**src/rtl/core/ckt_pkg.sv**
```systemverilog
// Shared types and constants for the chord keyboard timing unit.
`default_nettype none
package ckt_pkg;

  localparam int unsigned SwW      = 22;  // switch vector field width
  localparam int unsigned PressW   = 7;
  localparam int unsigned RepW     = 15;
  localparam int unsigned StbW     = 24;
  localparam int unsigned ChordW   = 8;   // signed chord timer
  localparam int unsigned CfgIdxW  = 3;
  localparam int unsigned CfgDataW = 24;

  typedef enum logic [1:0] {
    OP_SCAN = 2'd0,
    OP_TICK = 2'd1,
    OP_SLOW = 2'd2
  } op_e;

  localparam logic [CfgIdxW-1:0] CFG_PRESS_TICKS   = 3'd0;
  localparam logic [CfgIdxW-1:0] CFG_RELEASE_TICKS = 3'd1;
  localparam logic [CfgIdxW-1:0] CFG_HOLD_TICKS    = 3'd2;
  localparam logic [CfgIdxW-1:0] CFG_AUTOREP_TICKS = 3'd3;
  localparam logic [CfgIdxW-1:0] CFG_SLEEP_TICKS   = 3'd4;

  localparam logic [PressW-1:0] RST_PRESS_TICKS   = 7'd10;
  localparam logic [PressW-1:0] RST_RELEASE_TICKS = 7'd10;
  localparam logic [RepW-1:0]   RST_HOLD_TICKS    = 15'd1000;
  localparam logic [RepW-1:0]   RST_AUTOREP_TICKS = 15'd50;
  localparam logic [StbW-1:0]   RST_SLEEP_TICKS   = 24'd10000;

  localparam logic signed [ChordW-1:0] CHORD_SENT = -8'sd2;
  localparam logic signed [ChordW-1:0] CHORD_IDLE = -8'sd3;

  typedef struct packed {
    logic [PressW-1:0] press_ticks;
    logic [PressW-1:0] release_ticks;
    logic [RepW-1:0]   hold_ticks;
    logic [RepW-1:0]   autorep_ticks;
    logic [StbW-1:0]   sleep_ticks;
  } cfg_t;

  typedef struct packed {
    logic           send_now;
    logic [SwW-1:0] sent_vector;
    logic           quick_tap;
    logic           standby_due;
  } res_t;

endpackage
`default_nettype wire

```
**src/rtl/core/ckt_core.sv**
```systemverilog
// Timer state registers and the single-pass next-state and result logic.
`default_nettype none
module ckt_core import ckt_pkg::*; #(
  parameter int unsigned NUM_SWITCHES = 22
) (
  input  wire logic           clk_i,
  input  wire logic           rst_ni,
  input  wire cfg_t           cfg_i,
  input  wire logic           take_i,
  input  wire logic [1:0]     operation_i,
  input  wire logic [SwW-1:0] switches_i,
  output      res_t           res_o
);

  localparam int unsigned VecW = (NUM_SWITCHES < SwW) ? NUM_SWITCHES : SwW;

  logic [VecW-1:0]          cur_q, cur_d, prev_q, prev_d;
  logic signed [ChordW-1:0] chord_q, chord_d;
  logic [RepW-1:0]          wait_q, wait_d, step_q, step_d;
  logic [StbW-1:0]          stby_q, stby_d;
  logic                     lwp_q, lwp_d;

  logic [VecW-1:0]          new_vec, rose, fell, vec;
  logic                     sent, tap;
  logic signed [ChordW-1:0] press_s, release_s;

  assign new_vec   = switches_i[VecW-1:0];
  assign rose      = new_vec & ~cur_q;
  assign fell      = cur_q & ~new_vec;
  assign press_s   = signed'({1'b0, cfg_i.press_ticks});
  assign release_s = signed'({1'b0, cfg_i.release_ticks});

  always_comb begin
    cur_d   = cur_q;
    prev_d  = prev_q;
    chord_d = chord_q;
    wait_d  = wait_q;
    step_d  = step_q;
    stby_d  = stby_q;
    lwp_d   = lwp_q;
    sent    = 1'b0;
    tap     = 1'b0;
    vec     = '0;
    unique case (op_e'(operation_i))
      OP_SCAN: begin
        prev_d = cur_q;
        cur_d  = new_vec;
        if (rose != '0) begin
          if (!lwp_q) chord_d = press_s;
          wait_d = cfg_i.hold_ticks;
          step_d = cfg_i.autorep_ticks;
          lwp_d  = 1'b1;
        end else if (fell != '0) begin
          if (lwp_q) begin
            // quick tap: chord timer still running, send the previous vector
            if (chord_q > 0) begin
              sent = 1'b1;
              tap  = 1'b1;
              vec  = prev_d;
            end
            chord_d = release_s;
          end
          wait_d = cfg_i.hold_ticks;
          step_d = cfg_i.autorep_ticks;
          lwp_d  = 1'b0;
        end
        if (!sent && (chord_d == '0 || step_d == '0)) begin
          sent    = 1'b1;
          vec     = new_vec;
          chord_d = CHORD_SENT;
          step_d  = cfg_i.autorep_ticks;
        end
      end
      OP_TICK: begin
        if (chord_q > 0) chord_d = chord_q - 8'sd1;
        if (cur_q != '0) begin
          stby_d = cfg_i.sleep_ticks;
          if (wait_q != '0) wait_d = wait_q - RepW'(1);
          else if (step_q != '0) step_d = step_q - RepW'(1);
        end
      end
      OP_SLOW: begin
        if (stby_q != '0) stby_d = stby_q - StbW'(1);
      end
      default: ;
    endcase
  end

  always_ff @(posedge clk_i or negedge rst_ni) begin
    if (!rst_ni) begin
      cur_q   <= '0;
      prev_q  <= '0;
      chord_q <= CHORD_IDLE;
      wait_q  <= RST_HOLD_TICKS;
      step_q  <= RST_AUTOREP_TICKS;
      stby_q  <= '0;
      lwp_q   <= 1'b0;
    end else if (take_i) begin
      cur_q   <= cur_d;
      prev_q  <= prev_d;
      chord_q <= chord_d;
      wait_q  <= wait_d;
      step_q  <= step_d;
      stby_q  <= stby_d;
      lwp_q   <= lwp_d;
    end
  end

  always_comb begin
    res_o.send_now    = sent;
    res_o.sent_vector = SwW'(vec);
    res_o.quick_tap   = tap;
    res_o.standby_due = (stby_d == '0);
  end

endmodule
`default_nettype wire

```
**src/rtl/core/ckt_skid.sv**
```systemverilog
// Result register with a skid stage so input is taken while a word waits.
`default_nettype none
module ckt_skid import ckt_pkg::*; (
  input  wire logic clk_i,
  input  wire logic rst_ni,
  input  wire logic push_i,
  input  wire res_t res_i,
  output      logic ready_o,
  output      logic valid_o,
  input  wire logic pop_ready_i,
  output      res_t res_o
);

  res_t out_q, skid_q;
  logic out_valid_q, skid_valid_q;
  logic pop;

  assign ready_o = !skid_valid_q;
  assign valid_o = out_valid_q;
  assign res_o   = out_q;
  assign pop     = out_valid_q && pop_ready_i;

  always_ff @(posedge clk_i or negedge rst_ni) begin
    if (!rst_ni) begin
      out_valid_q  <= 1'b0;
      skid_valid_q <= 1'b0;
    end else if (skid_valid_q) begin
      if (pop) skid_valid_q <= 1'b0;
    end else if (push_i) begin
      if (out_valid_q && !pop) skid_valid_q <= 1'b1;
      else out_valid_q <= 1'b1;
    end else if (pop) begin
      out_valid_q <= 1'b0;
    end
  end

  always_ff @(posedge clk_i) begin
    if (skid_valid_q) begin
      if (pop) out_q <= skid_q;
    end else if (push_i) begin
      if (out_valid_q && !pop) skid_q <= res_i;
      else out_q <= res_i;
    end
  end

endmodule
`default_nettype wire

```
**src/rtl/core/chord_keyboard_timing_unit.sv**
```systemverilog
// Top level of the chord keyboard timing unit: config registers, core, output buffer.
//
//  - Input channel (in_valid_i / in_ready_o) carries one word per event:
//    operation_i selects scan (switch vector in switches_i), 1 ms tick or
//    slow tick; the unused operation code changes nothing.
//  - Output channel (out_valid_o / out_ready_i) returns exactly one word for
//    every input word, in order: send flag, vector sent, quick-tap flag and
//    standby-due flag.
//  - Each accepted word's result is registered in the result register or the skid
//    entry. One word per cycle is sustained while out_ready_i is high: the state
//    update and result are one pass of logic ahead of the result register.
//  - A two-entry output buffer (result register plus skid) lets a new word in
//    while a result waits; in_ready_o drops only when both entries are full,
//    so a stalled receiver holds the input back after two words.
//  - Configuration: cfg_we_i writes cfg_data_i into register cfg_idx_i
//    (0 press delay, 1 release delay, 2 repeat delay, 3 repeat period,
//    4 standby delay) at the clock edge; write only while idle.
//  - Reset (rst_ni low, asynchronous) restores register defaults 10, 10,
//    1000, 50, 10000, clears vectors, sets the chord timer to not pressed
//    and empties the output buffer.
`default_nettype none
module chord_keyboard_timing_unit import ckt_pkg::*; #(
  parameter int unsigned NUM_SWITCHES = 22
) (
  input  wire logic                clk_i,
  input  wire logic                rst_ni,
  input  wire logic                cfg_we_i,
  input  wire logic [CfgIdxW-1:0]  cfg_idx_i,
  input  wire logic [CfgDataW-1:0] cfg_data_i,
  input  wire logic                in_valid_i,
  output      logic                in_ready_o,
  input  wire logic [1:0]          operation_i,
  input  wire logic [SwW-1:0]      switches_i,
  output      logic                out_valid_o,
  input  wire logic                out_ready_i,
  output      logic                send_now_o,
  output      logic [SwW-1:0]      sent_vector_o,
  output      logic                quick_tap_o,
  output      logic                standby_due_o
);

  cfg_t cfg_q;
  res_t core_res, buf_res;
  logic take;

  // config registers, truncated to their field widths
  always_ff @(posedge clk_i or negedge rst_ni) begin
    if (!rst_ni) begin
      cfg_q.press_ticks   <= RST_PRESS_TICKS;
      cfg_q.release_ticks <= RST_RELEASE_TICKS;
      cfg_q.hold_ticks    <= RST_HOLD_TICKS;
      cfg_q.autorep_ticks <= RST_AUTOREP_TICKS;
      cfg_q.sleep_ticks   <= RST_SLEEP_TICKS;
    end else if (cfg_we_i) begin
      unique case (cfg_idx_i)
        CFG_PRESS_TICKS:   cfg_q.press_ticks   <= cfg_data_i[PressW-1:0];
        CFG_RELEASE_TICKS: cfg_q.release_ticks <= cfg_data_i[PressW-1:0];
        CFG_HOLD_TICKS:    cfg_q.hold_ticks    <= cfg_data_i[RepW-1:0];
        CFG_AUTOREP_TICKS: cfg_q.autorep_ticks <= cfg_data_i[RepW-1:0];
        CFG_SLEEP_TICKS:   cfg_q.sleep_ticks   <= cfg_data_i[StbW-1:0];
        default: ;  // unmapped index: ignored
      endcase
    end
  end

  assign take = in_valid_i && in_ready_o;

  ckt_core #(
    .NUM_SWITCHES(NUM_SWITCHES)
  ) u_core (
    .clk_i      (clk_i),
    .rst_ni     (rst_ni),
    .cfg_i      (cfg_q),
    .take_i     (take),
    .operation_i(operation_i),
    .switches_i (switches_i),
    .res_o      (core_res)
  );

  ckt_skid u_skid (
    .clk_i      (clk_i),
    .rst_ni     (rst_ni),
    .push_i     (take),
    .res_i      (core_res),
    .ready_o    (in_ready_o),
    .valid_o    (out_valid_o),
    .pop_ready_i(out_ready_i),
    .res_o      (buf_res)
  );

  assign send_now_o    = buf_res.send_now;
  assign sent_vector_o = buf_res.sent_vector;
  assign quick_tap_o   = buf_res.quick_tap;
  assign standby_due_o = buf_res.standby_due;

endmodule
`default_nettype wire
```
**config.mk**
```make
export PLATFORM = sky130hd
export DESIGN_NAME = chord_keyboard_timing_unit
export DESIGN_NICKNAME = d
export VERILOG_FILES = /design/src/rtl/core/ckt_pkg.sv /design/src/rtl/core/ckt_core.sv /design/src/rtl/core/ckt_skid.sv /design/src/rtl/core/chord_keyboard_timing_unit.sv
export SDC_FILE = /design/constraint.sdc
export NUM_CORES = 1
export LEC_CHECK = 0
export BUFFER_PORTS_ARGS = -buffer_cell sky130_fd_sc_hd__buf_4
export CORE_MARGIN = 5
export CORE_UTILIZATION = 49
export DETAILED_ROUTE_END_ITERATION = 16
export PLACE_DENSITY = 0.67
export RECOVER_POWER = 25
export SLEW_MARGIN = 20
export SYNTH_ARGS = -nofsm -noshare
export SYNTH_HDL_FRONTEND = slang
export SYNTH_SLANG_ARGS = --single-unit
```
**constraint.sdc**
```tcl
create_clock -name clk_i -period 3.89 [get_ports clk_i]
set_input_delay 0.389 -clock clk_i [delete_from_list [all_inputs] [get_ports clk_i]]
set_output_delay 0.389 -clock clk_i [all_outputs]
set_load 0.02 [all_outputs]
```
==> flow_metrics.py <==
metrics = {
    "setup_path": {
        "cp_cell_sequence": "nor2b_1, a2111oi_0, and4_2, nand2_2, a211oi_1, o211ai_4, o21ai_4, a21oi_2, a221oi_1",
        "required_ns": 4.30,
        "reg2reg_depth": 9,
        "worstReg2RegEnd": "u_core.chord_q[2]",
        "cpPeakStageDelay_ns": 0.64,
        "timing.rr.start": "u_core.cur_q[10]",
        "rrSetupSlack_ns": 0.27,
        "arrival_ns": 4.03,
        "cp_top_family": "compound AO/OA/AOI/OAI gates",
        "worst_setup_path_start_kind": "flip-flop",
        "crit_type": "flip-flop to flip-flop",
        "cp_slowest_cell": "a2111oi_0",
        "cp_max_fo": 26,
        "end_kind": "flip-flop",
        "path_buf_inv": 0,
    },
    "synthesis": {
        "synth_area_leaders": "dfrtp_1, edfxtp_1, mux2_2",
        "synth_top_cell_by_area": "dfrtp_1",
        "ys_seq_area_frac": 0.478,
        "synth_area_mm2": 0.0114,
        "synth_cells": 1142,
        "syn-num-nets": 1207,
        "synth.top_cell.area_share": 0.267,
        "avgSynthCellArea_um2": 9.94,
        "ys.flop_type": "dfrtp_1",
        "ys_ff_latch": 205,
        "synthArstFlopShare": 0.756,
        "synth.yosys.warnings": 0,
        "synth_edf_count": 50,
        "yosysUniqueCellTypes": 88,
    },
    "floorplanning": {
        "die_w_um": 162,
        "rows": 55,
        "core_area_mm2": 0.0227,
        "io_pins": 83,
        "start_util": 0.500,
        "dieArea_mm2": 0.0263,
        "die_y_um": 162,
    },
    "clocking": {
        "post-cts-setup-buffers": 0,
        "cts_inserted_buffers": 23,
        "cts.path.max_buffers": 3,
        "cts_resized": 0,
        "root_buffer": "clkbuf_16",
        "clock_latency_ns": 0.52,
        "clk_pin_slew_ns": 0.06,
        "holdBufCountCts": 1,
        "htree_num_levels": 1,
        "cts_sinks": 205,
        "cts_tree": "built",
    },
    "grt": {
        "antenna_found_initial": 0,
        "grt_pass1_wl_um": 49900,
        "grt_max_degree": 71,
        "grt-ovfl-total": 0,
        "grt_pass1_vias": 8958,
        "track_usage": 0.232,
    },
    "placement": {
        "port_buffers": 82,
        "place_ws_ns": 0.112,
        "place_congestion": 0.933,
        "place_hpwl_um": 21900,
    },
    "flow_run": {
        "drv_cap": 1,
    },
    "worst_hold_path": {
        "hold_depth": 2,
        "min_from": "out_ready_i",
        "min-delay-path-class": "primary input to flip-flop",
        "holdPathEnd": "u_skid.skid_valid_q",
    },
    "run_status": {
        "violations": "max-capacitance violations, max-slew violations",
        "outcome": "finished with violations",
    },
    "power": {
        "total_power_mw": 9.38,
        "p_per_area_mw_per_mm2": 713,
        "ir_drop_uv": 387,
        "p_leak_nw": 5.22,
    },
    "finish": {
        "area.sequential_mm2": 0.00542,
        "final_common_cell": "dfrtp_1",
        "fillers": 1997,
        "final_nets": 1288,
        "drive_above_1_share": 0.260,
        "utilization": 0.579,
        "multi_input_area_mm2": 0.00550,
        "n_antenna_cell": 0,
        "area_growth_pct": 15.8,
        "layout_common_cells": "dfrtp_1, nand2_1, buf_4",
    },
    "drt": {
        "wl_met2_um": 14500,
        "wirelength_um": 30700,
        "first_pass_iters": 5,
        "postRouteAntennaNets": 0,
        "drtIter0Drc": 786,
        "drt-met1-wl_um": 13800,
        "routed_via_density": 6.11,
        "top_layer": "met4",
        "vias": 9318,
        "drc": 0,
        "route.met3.wl_um": 1520,
        "wl_per_cell_um": 20.1,
    },
    "sta": {
        "drv_slew": 71,
        "max_freq_mhz": 276,
        "tightestPinTransition_ns": 1.73,
        "rsz0062_at_grt": "false",
        "setup-violations-final": 0,
        "fin_skew_ns": 0.0184,
        "slew_headroom": -0.152,
        "worst_slack_ns": 0.267,
        "finalSetupTns_ns": 0,
        "period_minus_slack_ns": 3.62,
        "min_period_over_period": 0.931,
        "final-hold-violation-count": 0,
    },
}
-- Yosys cell counts (24+ instances only) --
library cell / number
inv_1: 41
clkbuf_1: 54
dfrtp_1: 121
edfxtp_1: 50
nor2_1: 90
o21ai_0: 79
dfstp_2: 34
nor3_1: 25
nand2_1: 119
nor2b_1: 24
a31oi_1: 33
a21oi_1: 31
nand3_1: 30
mux2_2: 93
-- worst max path at each step --
stage	from	end	slack, ns	cells after the start
after floorplan	u_core.stby_q[0]	u_skid.res_o[0]	0.75	11
after global placement	switches_i[10]	u_core.chord_q[0]	0.24	10
after detailed placement	switches_i[10]	u_core.chord_q[2]	0.11	10
after CTS	u_core.cur_q[10]	u_core.chord_q[2]	0.27	9
after global routing	u_core.cur_q[6]	u_skid.res_o[23]	0.07	9
final	u_core.cur_q[10]	u_core.chord_q[2]	0.27	9
-- logic make-up (layout without fill, tap and decap cells) --
| logic type | after synthesis | count (layout) | synth area share |
|---|---|---|---|
| DFF | 205 | 205 | 0.478 |
| AOI/OAI and AO/OA | 302 | 302 | 0.188 |
| adders and majority gates | 9 | 9 | 0.00992 |
| and+or+nand+nor | 414 | 414 | 0.185 |
| buffers and inverters | 111 | 209 | 0.0390 |
| muxes | 100 | 100 | 0.0989 |
| xor gates and xnor gates | 1 | 1 | 0.000772 |
-- flip-flops by register name (all words and copies together), names as in the netlist --
signal / flops
u_core.cur_q: 22
cfg_q: 68
u_core.chord_q: 8
u_core.step_q: 15
u_skid.valid_o: 1
u_skid.skid_valid_q: 1
u_core.wait_q: 15
u_core.lwp_q: 1
u_skid.res_o: 25
u_core.stby_q: 24
u_skid.skid_q: 25
-- metrics by stage --
| step | hold slack (ns) | area, µm² | instances |
|---|---|---|---|
| 6_report | 0.0557 | 13200 | 1525 |
| 3_3_place_gp | 0.440 | 12400 | 1482 |
| 3_5_place_dp | 0.441 | 12400 | 1482 |
| 4_1_cts | 0.0328 | 13200 | 1525 |
| 2_1_floorplan | 0.0934 | 11400 | 1142 |
| 5_1_grt | 0.0635 | 13200 | 1525 |
-- routing by layer --
layer	GRT usage	up-vias
li1	-	4443
met2	0.377	271
met1	0.331	4548
met4	0.0604	0
met5	0	-
met3	0.0307	56
-- area by class of cell --
type,count,share of cell area
flip-flops and latches,205,0.412
multi-input cells,826,0.418
inverters,44,0.0126
repair buffers,123,0.0703
clock inverters,16,0.0151
clock buffers,26,0.0446
well taps,285,0.0271
-- where the power goes --
part	switching, mW	internal, mW	total [mW]
combinational	1.89	1.38	3.28
sequential	0.759	3.07	3.83
clock	0.909	1.36	2.27
No activity file was read; power rests on OpenSTA's default activity.
